===== src/rtl/lnut_pkg.sv =====
package lnut_pkg;

  localparam int unsigned NAME_CHARS   = 6;
  localparam int unsigned LETTER_CHARS = 3;
  localparam int unsigned LATENCY      = 2 + NAME_CHARS + 2;

  localparam logic [5:0]  RADIX     = 6'd36;
  // floor(x / 9) = (x * DIV_MAGIC) >> DIV_SHIFT, exact for x < 2^30
  localparam logic [29:0] DIV_MAGIC = 30'd954437177;
  localparam int unsigned DIV_SHIFT = 33;

  localparam logic [7:0] ASCII_LA    = 8'h61;
  localparam logic [7:0] ASCII_LZ    = 8'h7a;
  localparam logic [7:0] ASCII_0     = 8'h30;
  localparam logic [7:0] ASCII_9     = 8'h39;
  localparam logic [7:0] LETTER_OFS  = 8'd87;   // 'a' - 10

  localparam int unsigned ADDR_W = 4;
  localparam logic [1:0] REG_NAME_BASE = 2'd0;
  localparam logic [1:0] REG_ID_BASE   = 2'd1;
  localparam logic [1:0] REG_ID_LIMIT  = 2'd2;

  localparam logic [31:0] RST_NAME_BASE = 32'd621924480;
  localparam logic [31:0] RST_ID_BASE   = 32'd100000;
  localparam logic [31:0] RST_ID_LIMIT  = 32'd1554923197;

  typedef enum logic {
    OP_BY_NAME = 1'b0,
    OP_BY_ID   = 1'b1
  } op_e;

  typedef struct packed {
    logic [31:0] name_base;
    logic [31:0] id_base;
    logic [31:0] id_limit;
  } cfg_t;

  // one transaction in flight along the chain
  typedef struct packed {
    logic        vld;
    op_e         op;
    logic        fail;
    logic [31:0] acc;
    logic [47:0] text;
    logic [31:0] id;
  } stage_t;

endpackage


===== src/rtl/lnut_front.sv =====
module lnut_front (
  input  logic              clk_i,
  input  logic              rst_ni,
  input  logic              start,
  input  logic              operation_i,
  input  logic [55:0]       name_bytes_i,
  input  logic [31:0]       id_value_i,
  input  lnut_pkg::cfg_t    cfg_i,
  output lnut_pkg::stage_t  stage_o
);
  import lnut_pkg::*;

  stage_t      a_d, a_q, b_d, b_q;
  logic [32:0] diff;
  logic [32:0] sum;

  // stage A: by-name terminator check and text load, by-id range check and id - id_base
  always_comb begin
    diff    = {1'b0, id_value_i} - {1'b0, cfg_i.id_base};
    a_d     = '0;
    a_d.vld = start;
    a_d.op  = op_e'(operation_i);
    a_d.id  = id_value_i;
    if (op_e'(operation_i) == OP_BY_NAME) begin
      a_d.fail = (name_bytes_i[7:0] != 8'd0);
      a_d.text = name_bytes_i[55:8];
    end else begin
      a_d.fail = diff[32] || (id_value_i > cfg_i.id_limit);
      a_d.acc  = diff[31:0];
    end
  end

  // stage B: by id, add the name base; anything past 32 bits cannot encode
  always_comb begin
    sum = {1'b0, a_q.acc} + {1'b0, cfg_i.name_base};
    b_d = a_q;
    if (a_q.op == OP_BY_ID) begin
      b_d.acc  = sum[31:0];
      b_d.fail = a_q.fail || sum[32];
    end
  end

  always_ff @(posedge clk_i or negedge rst_ni) begin
    if (!rst_ni) begin
      a_q <= '0;
      b_q <= '0;
    end else begin
      a_q <= a_d;
      b_q <= b_d;
    end
  end

  assign stage_o = b_q;

endmodule


===== config.mk =====
export PLATFORM = sky130hd
export DESIGN_NAME = lnut_front
export DESIGN_NICKNAME = d
export VERILOG_FILES = /design/src/rtl/lnut_pkg.sv /design/src/rtl/lnut_front.sv
export SDC_FILE = /design/constraint.sdc
export NUM_CORES = 1
export LEC_CHECK = 0
export ABC_AREA = 1
export BUFFER_PORTS_ARGS = -buffer_cell sky130_fd_sc_hd__buf_2
export CORE_ASPECT_RATIO = 1.2
export CORE_UTILIZATION = 55
export CTS_CLUSTER_DIAMETER = 200
export DETAILED_ROUTE_END_ITERATION = 8
export PLACE_DENSITY = 0.83
export REMOVE_ABC_BUFFERS = 1
export SETUP_SLACK_MARGIN = 0.15
export SYNTH_ARGS = -nofsm -noshare
export SYNTH_HDL_FRONTEND = slang
export SYNTH_SLANG_ARGS = --single-unit

===== constraint.sdc =====
create_clock -name clk_i -period 4.95 [get_ports clk_i]
set_input_delay 0.7425 -clock clk_i [delete_from_list [all_inputs] [get_ports clk_i]]
set_output_delay 0.7425 -clock clk_i [all_outputs]
set_load 0.02 [all_outputs]

==> results_dict.tcl <==
set metrics [dict create \
    run_status "finished clean" \
    netlist.area_leader.share_pct 49.4 \
    die-area_um2 21800 \
    hold_class "in2async" \
    grt_pass1_vias 10300 \
    power.internal_mw 3.62 \
    netlist_area_um2 11700 \
    clkPwrFrac_pct 37.2 \
    worstPathRequired_ns 5.41 \
    worstPathArrival_ns 2.56 \
    start_util_pct 56.7 \
    die_w_um 135 \
    end_kind "flop" \
    period_share_pct 42.5 \
    post-cts-setup-buffers 0 \
    totalPowerFinal_mw 5.18 \
    worst-r2r-setup-slack_ns 2.85 \
    core_area_um2 20500 \
    yosysSeqAreaShare_pct 49.4 \
    io_pins 303 \
    timing.fmax_mhz 476 \
    ant_nets 0 \
    p_sw_share_pct 30.2 \
    finalCriticalPeriod_ns 2.10 \
    synth_seq_cells 230 \
    drc 0 \
    maxSlewHeadroom_pct 33.7 \
    setup_viol 0 \
    clk_pin_slew_ns 0.06 \
    cap_violations 0 \
    async_flop_share_pct 100 \
    firstDrtPassIters 5 \
    combPwrFrac_pct 22.3 \
    rsz0062_at_grt "false" \
    nets 1989 \
    synth.area.mux_share_pct 0 \
    synth-compound-area-share_pct 9.18 \
    cts_htree_levels 1 \
    vdd_drop_max_uv 296 \
    num_vias 10100 \
    cts_resized 0 \
    gp_congestion 0.951 \
    tns_ns 0 \
    p_leak_nw 7.99 \
    insertion_delay_ns 0.53 \
    worst_slew_pin_slew_ns 0.995 \
    viasPerCell 5.10 \
    io_buffers 302 \
    hpwl_um 23700 \
    grt_usage_pct 28.6 \
    avgSynthCellArea_um2 8.41 \
    powerDensity_nw_per_um2 361 \
    cts_root_buf "clkbuf_16" \
    cts_num_sinks 230 \
    synth-simple-area-share_pct 22.0 \
    hold_violations 0 \
    areaGrowthSynthToFinish_pct 23.1 \
    drt_iter0_drc 496 \
    synth-xor-area-share_pct 1.35 \
    cp-start-kind "flop" \
    critPathKind "reg2reg" \
    syn-instance-count 1386 \
    synth_top_cell_by_area "dfrtp_1" \
    yosysWarningCount 0 \
    grt_pass1_wl_um 48800 \
    hold_buffers 0 \
    wl_um 30400 \
    cts_tree "done" \
    fin_skew_ns 0.00850 \
    ctsLongestPathBuffers 3 \
    synth_edf_count 0 \
    crit_fanout 3 \
    ys_top_cells_by_area "dfrtp_1 49%, ha_1 10%, nand2_1 10%, inv_1 6.9%, nor2_1 5.3%" \
    power_frac_seq_pct 40.5 \
    rows 57 \
    routedWlPerCell_um 15.3 \
    synth_ff_type "dfrtp_1" \
    dieHeight_um 161 \
    slew_viol_final 0 \
    layout-drive-gt1-share_pct 22.2 \
    grt_overflow 0 \
    antenna_found_initial 1 \
    synthAdderAreaFrac_pct 10.7 \
    ys_types 33 \
    finish.utilization_pct 69.8 \
    cts_buffers 24 \
    grt_max_degree 138 \
    synth_top_family_by_area "simple AND/OR/NAND/NOR gates" \
    switchingPower_mw 1.57 \
]
[Yosys cell counts (3+ instances only)]
cell type,count
nand2_2,17
nor3_1,16
o21ai_1,9
nand3_1,53
nand2_1,317
nor2_2,4
nand4_1,7
a21oi_1,116
o21bai_1,3
or2_1,4
ha_1,96
inv_1,213
nor2_1,164
xnor2_1,18
clkbuf_1,11
nor3_2,5
nor4_1,3
nand3b_1,7
o21ai_0,64
dfrtp_1,230
nand3_2,5
o21a_1,8
[state kept, by name, indices dropped and copies added, names as in the netlist]
name     flops
a_q        115
stage_o    115
[power by group through the flow]
stage	logic [mW]	registers, mW	clock network (mW)
detailed placement	1.14	2.13	0
global route	1.29	2.11	2.04
finish	1.16	2.10	1.93
CTS	1.15	2.10	1.96
floorplan	0.617	2.23	0
global placement	1.12	2.13	0
[kinds of logic after synthesis]
| logic type | count (synthesis) |
|---|---|
| buffers and inverters | 229 |
| and+or+nand+nor | 606 |
| DFF | 230 |
| xor gates and xnor gates | 18 |
| adders and majority gates | 98 |
| AOI/OAI and AO/OA | 205 |
[worst max-delay path, stage by stage, from the launching register on]
cell and delay, ns:
dfrtp_1 0.38, ha_1 0.23, fa_1 0.42, nand3_1 0.09
nand2_1 0.10, nand3_1 0.09, nand2_1 0.11, nand2_1 0.10
nand2_1 0.11, nand2_1 0.11, nand2_1 0.06, nand2_1 0.08
nand3_1 0.06, nand2_1 0.09
[metal layers]
metal	GRT usage [%]	vias to the layer above	part of all wire, %
li1	-	5027	-
met1	32.7	4631	39
met2	51.9	377	51
met3	4.52	91	6.0
met4	13.5	0	4.7
met5	0	-	0
[cell type report]
class,instances,area (µm²)
inverters,215,807
fillers,1639,6200
flip-flops and latches,230,5760
clock inverters,10,188
diodes,1,2.50
well taps,265,332
clock buffers,31,677
repair buffers,305,1560
multi-input cells,927,5030
[per-stage QoR]
stage	cells	setup slack [ns]	hold slack [ns]	cell area, µm²
finish	1984	2.85	0.310	14300
global route	1984	2.70	0.293	14300
global placement	1942	2.41	0.331	13500
floorplan	1372	2.70	0.331	11600
detailed placement	1942	2.36	0.335	13500
CTS	1983	2.85	0.295	14300
[cell usage in the layout, fill, tap and decap left out, types with 2 or more instances in the layout]
cell type  instances
nand2_1          317
buf_2            301
dfrtp_1          230
inv_1            213
nor2_1           164
a21oi_1          116
ha_1              96
o21ai_0           64
nand3_1           53
clkbuf_16         24
xnor2_1           18
nand2_2           17
nor3_1            16
o21ai_1            9
o21a_1             8
nand4_1            7
nand3b_1           7
nand3_2            5
nor3_2             5
clkbuf_8           5
nor2_2             4
or2_1              4
bufinv_16          4
o21bai_1           3
nor4_1             3
o21ai_2            2
a21o_1             2
and2_1             2
fa_1               2
clkbuf_1           2
clkinv_2           2
buf_4              2
[final timing paths]
check | depth (start not counted) | startpoint | end
min in group clk_i | 1 | start | a_q[114]
min reg2reg | 0 | a_q[77] | stage_o[77]
max | 13 | a_q[80] | stage_o[106]
max in group asynchronous | 2 | rst_ni | a_q[26]
min | 1 | rst_ni | stage_o[40]
max reg2reg | 13 | a_q[80] | stage_o[106]
Note: power is estimated with default switching activity, not from simulation.
