**src/rtl/lnut_pkg.sv**
```systemverilog
package lnut_pkg;

  localparam int unsigned NAME_CHARS   = 6;
  localparam int unsigned LETTER_CHARS = 3;
  localparam int unsigned LATENCY      = 2 + NAME_CHARS + 2;

  localparam logic [5:0]  RADIX     = 6'd36;
  // floor(x / 9) = (x * DIV_MAGIC) >> DIV_SHIFT, exact for x < 2^30
  localparam logic [29:0] DIV_MAGIC = 30'd954437177;
  localparam int unsigned DIV_SHIFT = 33;

  localparam logic [7:0] ASCII_LA    = 8'h61;
  localparam logic [7:0] ASCII_LZ    = 8'h7a;
  localparam logic [7:0] ASCII_0     = 8'h30;
  localparam logic [7:0] ASCII_9     = 8'h39;
  localparam logic [7:0] LETTER_OFS  = 8'd87;   // 'a' - 10

  localparam int unsigned ADDR_W = 4;
  localparam logic [1:0] REG_NAME_BASE = 2'd0;
  localparam logic [1:0] REG_ID_BASE   = 2'd1;
  localparam logic [1:0] REG_ID_LIMIT  = 2'd2;

  localparam logic [31:0] RST_NAME_BASE = 32'd621924480;
  localparam logic [31:0] RST_ID_BASE   = 32'd100000;
  localparam logic [31:0] RST_ID_LIMIT  = 32'd1554923197;

  typedef enum logic {
    OP_BY_NAME = 1'b0,
    OP_BY_ID   = 1'b1
  } op_e;

  typedef struct packed {
    logic [31:0] name_base;
    logic [31:0] id_base;
    logic [31:0] id_limit;
  } cfg_t;

  // one transaction in flight along the chain
  typedef struct packed {
    logic        vld;
    op_e         op;
    logic        fail;
    logic [31:0] acc;
    logic [47:0] text;
    logic [31:0] id;
  } stage_t;

endpackage

```
**src/rtl/lnut_back.sv**
```systemverilog
module lnut_back (
  input  logic              clk_i,
  input  logic              rst_ni,
  input  lnut_pkg::stage_t  stage_i,
  input  lnut_pkg::cfg_t    cfg_i,
  output logic              done_o,
  output logic              status_o,
  output logic [31:0]       id_out_o,
  output logic [47:0]       name_out_o
);
  import lnut_pkg::*;

  stage_t      p_d, p_q;
  logic [32:0] diff;
  logic [32:0] uid;
  logic        fail;
  logic        done_q;
  logic        status_q;
  logic [31:0] id_q;
  logic [47:0] name_q;

  // name: value - name_base, borrow means not found
  // id: a nonzero quotient left after six digits means too long
  always_comb begin
    diff = {1'b0, stage_i.acc} - {1'b0, cfg_i.name_base};
    p_d  = stage_i;
    if (stage_i.op == OP_BY_NAME) begin
      p_d.fail = stage_i.fail || diff[32];
      p_d.acc  = diff[31:0];
    end else begin
      p_d.fail = stage_i.fail || (stage_i.acc != 32'd0);
    end
  end

  always_comb begin
    uid  = {1'b0, p_q.acc} + {1'b0, cfg_i.id_base};
    fail = p_q.fail;
    if (p_q.op == OP_BY_NAME) begin
      fail = p_q.fail || (uid > {1'b0, cfg_i.id_limit});
    end
  end

  always_ff @(posedge clk_i or negedge rst_ni) begin
    if (!rst_ni) begin
      p_q      <= '0;
      done_q   <= 1'b0;
      status_q <= 1'b0;
      id_q     <= '0;
      name_q   <= '0;
    end else begin
      p_q    <= p_d;
      done_q <= p_q.vld;
      if (p_q.vld) begin
        status_q <= fail;
        if (fail) begin
          id_q   <= '0;
          name_q <= '0;
        end else begin
          id_q   <= (p_q.op == OP_BY_NAME) ? uid[31:0] : p_q.id;
          name_q <= p_q.text;
        end
      end
    end
  end

  assign done_o     = done_q;
  assign status_o   = status_q;
  assign id_out_o   = id_q;
  assign name_out_o = name_q;

endmodule

```
**config.mk**
```make
export PLATFORM = sky130hd
export DESIGN_NAME = lnut_back
export DESIGN_NICKNAME = d
export VERILOG_FILES = /design/src/rtl/lnut_pkg.sv /design/src/rtl/lnut_back.sv
export SDC_FILE = /design/constraint.sdc
export NUM_CORES = 1
export LEC_CHECK = 0
export ABC_CLOCK_PERIOD_IN_PS = 4100
export BUFFER_PORTS_ARGS = -buffer_cell sky130_fd_sc_hd__buf_2
export CAP_MARGIN = 25
export CORE_ASPECT_RATIO = 1.1
export CORE_MARGIN = 1.5
export CORE_UTILIZATION = 48
export DETAILED_ROUTE_END_ITERATION = 8
export PLACE_DENSITY = 0.87
export SLEW_MARGIN = 5
export SYNTH_ARGS = -nofsm -noshare
export SYNTH_HDL_FRONTEND = slang
export SYNTH_SLANG_ARGS = --single-unit
```
**constraint.sdc**
```tcl
create_clock -name clk_i -period 4.1 [get_ports clk_i]
set_input_delay 0.41 -clock clk_i [delete_from_list [all_inputs] [get_ports clk_i]]
set_output_delay 0.41 -clock clk_i [all_outputs]
set_load 0.03 [all_outputs]
```
==> summary.md <==
| Metric | Value |
|---|---|
| Run status | finished with violations |
| Violated checks | negative setup slack |
| Core Footprint | 22300 um^2 |
| Clock tree from TritonCTS | done |
| Syn Nets | 1390 |
| Critical path data arrival time | 4.74 ns |
| Register bit total from synthesis | 197 |
| Die extent in x | 147 um |
| Crit. End Element | register |
| Number of I/O port buffers | 294 |
| Worst Skew | 0.00886 ns |
| Period Utilization, post-route | 108% |
| Setup repair after global routing missed its margin | yes |
| Maximum level of the CTS H-tree | 4 |
| Final wirelength | 33.6 mm |
| Capturing point of the worst reg2reg path | name_out_o[15]$_DFFE_PN0P_ |
| Post-route minimum period | 4.41 ns |
| LEAKAGE | 7.61 nW |
| Hold Path Sink | p_q[59]$_DFF_PN0_ |
| Seq. cell area | 4930 um^2 |
| Proportion of synthesized chip area in sequential cells | 45.1% |
| Post-route DRC | 0 |
| Standard-cell row count | 57 |
| Per-cell routed wire length | 18.9 um |
| NumNets Final | 1771 |
| CP peak stage delay | 0.45 ns |
| Vias per cell | 5.67 |
| Slew Limit Fails | 0 |
| Clock insertion delay at the later pin of the skew report | 0.44 ns |
| Beginning of the worst hold path | stage_i[59] |
| Starting density of the core | 49.2% |
| Relative contribution of sequential cells to total power | 35.7% |
| Startpoint type of the worst setup path | register |
| Router iterations before antenna repair | 5 |
| Register-to-Register Setup Slack | -0.31 ns |
| Number of enable-type register cells in the synthesized netlist | 0 |
| P_sw | 2.16 mW |
| Layout-stage area growth over the synthesis result | 32.6% |
| Setup slack at placement | -0.443 ns |
| Post-DP HPWL | 25.4 mm |
| Worst Slack Setup Final | -0.311 ns |
| Most instantiated cells after synthesis | dfrtp_1 (197), ha_1 (96), inv_1 (92) |
| Most frequent CP cell | ha_1 |
| Number of max-capacitance violations reported | 0 |
| Inserted Clock Buffers | 17 |
| Number of distinct library cells after synthesis | 70 |
| Largest buffer count on any clock path | 2 |
| Peak ir drop on the vdd network | 0.278 mV |
| Reg-to-reg critical path startpoint | p_q[85]$_DFF_PN0_ |
| Number of DRC violations after detailed-routing iteration 0 | 525 |
| Highest fanout seen on the critical path | 5 |
| Transition time of the tightest slew-check pin | 0.919 ns |
| Total I/O pin count | 295 |
| Global-route wire length before repair | 51.4 mm |
| Cell with the largest stage delay on the worst path | a311oi_1 |
| Global-route congestion overflow total | 0 |
| Synth Flop Type | dfrtp_1 |
| CTS clk-pin slew, worst paths | 0.08 ns |
| Number of warnings reported in the yosys synthesis log | 0 |
| GRT Resource Usage Total | 27.9% |
| Portion of total power attributed to combinational logic | 36.5% |
| Via count | 10100 |
| Top cells by area in the synthesized netlist | dfrtp_1 (45%), ha_1 (11%), a22o_1 (4.3%) |
| WHS | 0.0704 ns |
| Cells traversed along the worst timing path | ha_1 > a21o_1 > a311oi_1 > a21o_4 > a31oi_4 > buf_4 > o211ai_1 > and3_1 > nor2_1 > ha_1 > nand4_1 > nor4_2 > nand2_1 > o21ai_2 > o21ai_1 > a211o_1 > and2_4 > buf_12 > clkbuf_16 > a22o_1 |
| Via count of the first global-routing pass | 9864 |
| Final instance area | 14500 um^2 |
| Number of sinks driven by the clock tree | 197 |
| Hold-fix buffer count after cts | 0 |
| Setup violations, final | 80 |
| Total Die Area | 23700 um^2 |
| CTS Root Buffer Type | clkbuf_16 |
| Share of layout cells above drive strength 1 | 32.7% |
| Synth top area share | 45.1% |
| Multi-input gate area in the final layout | 5720 um^2 |
| Cell area after synthesis | 10900 um^2 |
| Clock group share of total power | 27.8% |
| Reg2Reg Depth | 20 |
| Maximum clock frequency | 0.227 GHz |
| Final hold viol count | 0 |
| Share of flip-flops with an asynchronous set or reset after synthesis | 100% |
| Max transition margin | 38.8% |
| Power density of the placed cells | 420 nW/um^2 |
| Type of the setup path with the least slack | reg2reg |
| P_int | 3.92 mW |
| Top-count cell post-synth | dfrtp_1 |
| Post-synthesis cell count | 1079 |
| Area post-placement | 13400 um^2 |
| Switching power as a share of total power | 35.5% |
| Type of the tightest min-delay check | in2reg |
| Crit path required time | 4.43 ns |
| Top cell type by total area after synthesis | dfrtp_1 |
| Final GP Congestion | 0.919 |
| Avg Cell Area, Syn | 10.1 um^2 |
| Number of cells traversed by the worst hold path | 1 |
| Number of nets with antenna violations after routing | 0 |
| Maximum number of pins on one net before global-route repair | 117 |
| Die Y | 161 um |
| Fill cell instance count of the final layout | 1705 |
| Initial antenna violation count | 16 |
==> power by group through the flow <==
stage / Clock [mW] / Combinational (mW) / Sequential, mW
5_1_grt: 1.80 / 2.41 / 2.19
6_report: 1.69 / 2.22 / 2.17
3_3_place_gp: 0 / 1.95 / 2.20
2_1_floorplan: 0 / 1.07 / 2.34
4_1_cts: 1.72 / 2.12 / 2.17
3_5_place_dp: 0 / 2.01 / 2.21
==> worst max-delay path by stage <==
stage / to / cells past startpoint / start
CTS: name_out_o[9]$_DFFE_PN0P_ / 21 / p_q[80]$_DFF_PN0_
finish: name_out_o[15]$_DFFE_PN0P_ / 20 / p_q[85]$_DFF_PN0_
global placement: id_out_o[28]$_DFFE_PN0P_ / 22 / cfg_i[32]
floorplan: name_out_o[12]$_DFFE_PN0P_ / 18 / cfg_i[34]
detailed placement: id_out_o[22]$_DFFE_PN0P_ / 23 / cfg_i[32]
global route: name_out_o[12]$_DFFE_PN0P_ / 21 / p_q[80]$_DFF_PN0_
==> critical path: cells and delay by family (launching register included) <==
kind / cells / cell delay (ns)
AO/OA/AOI/OAI: 9 / 1.96
flip-flops: 1 / 0.38
AND/OR/NAND/NOR: 6 / 0.93
adder cells (fa/ha/maj): 2 / 0.60
buffers and inverters: 3 / 0.44
==> sequential cells by signal, indices dropped and copies added, names as in the netlist <==
name,cells
id_out_o,32
name_out_o,48
status_o,1
done_o,1
p_q,115
==> repair_timing <==
action	in CTS	in global routing
cloned	3	2
setup endpoints to repair	81	81
gates resized for setup	19	20
endpoints found under the hold margin	0	0
pin swaps	11	7
setup buffers	8	5
==> area by class of cell <==
type	instances	area share (%)
Timing Repair Buffer	405	17.2
Sequential cell	197	34.0
Clock buffer	17	2.93
Tap cell	295	2.54
Inverter	93	2.41
Antenna cell	12	0.207
Multi-Input combinational cell	746	39.4
Clock inverter	15	1.31
==> logic make-up after synthesis <==
family                     share of synthesized area, %
and+or+nand+nor                                    11.2
buffers and inverters                              4.96
xor gates and xnor gates                           3.20
DFF                                                45.1
AOI/OAI and AO/OA                                  22.2
muxes                                              2.02
adders and majority gates                          11.3
==> layer usage <==
| layer | vias up | GRT usage, % | wire (um) |
|---|---|---|---|
| met5 | - | 0 | 78 |
| met4 | 12 | 10.8 | 1170 |
| met3 | 91 | 7.54 | 2910 |
| met2 | 481 | 47.8 | 16200 |
| met1 | 4755 | 33.4 | 13300 |
| li1 | 4750 | - | - |
==> layout by cell type (no fill, tap or decap), types with 4 or more instances in the layout <==
cell	synthesis	routed
mux2i_1	21	21
a31oi_1	13	12
a21o_1	39	38
a211o_1	6	6
o31ai_1	10	10
nor2b_1	9	9
nor3b_1	9	9
buf_4	0	98
o2bb2ai_1	21	17
dfrtp_1	197	197
xor2_1	15	15
o311ai_0	5	5
buf_12	0	5
nand3_1	24	22
and2_1	6	5
a211oi_1	12	11
diode_2	0	12
clkbuf_16	0	19
buf_2	2	293
nor2_1	42	40
nand2_1	76	75
inv_8	0	4
ha_1	96	93
clkinv_8	0	5
xnor2_1	25	25
a22o_1	54	54
nand2b_1	12	11
nor3_1	15	15
o21ai_0	58	55
nand4_1	13	13
o21bai_1	4	4
nor4_1	10	9
a21oi_1	61	58
and3_1	8	8
a311oi_1	4	4
o21a_1	10	10
inv_1	92	91
o211ai_1	4	4
==> per-stage QoR <==
stage | power, mW | setup TNS, ns | utilization [%] | cells
finish | 6.09 | -17.27 | 65.2 | 1780
global route | 6.40 | -30.66 | 65.1 | 1774
CTS | 6.01 | -13.39 | 64.0 | 1761
detailed placement | 4.22 | -31.45 | 60.2 | 1718
global placement | 4.15 | -21.15 | 60.2 | 1718
floorplan | 3.41 | 0 | - | 1079
(Power assumes the default switching activity.)
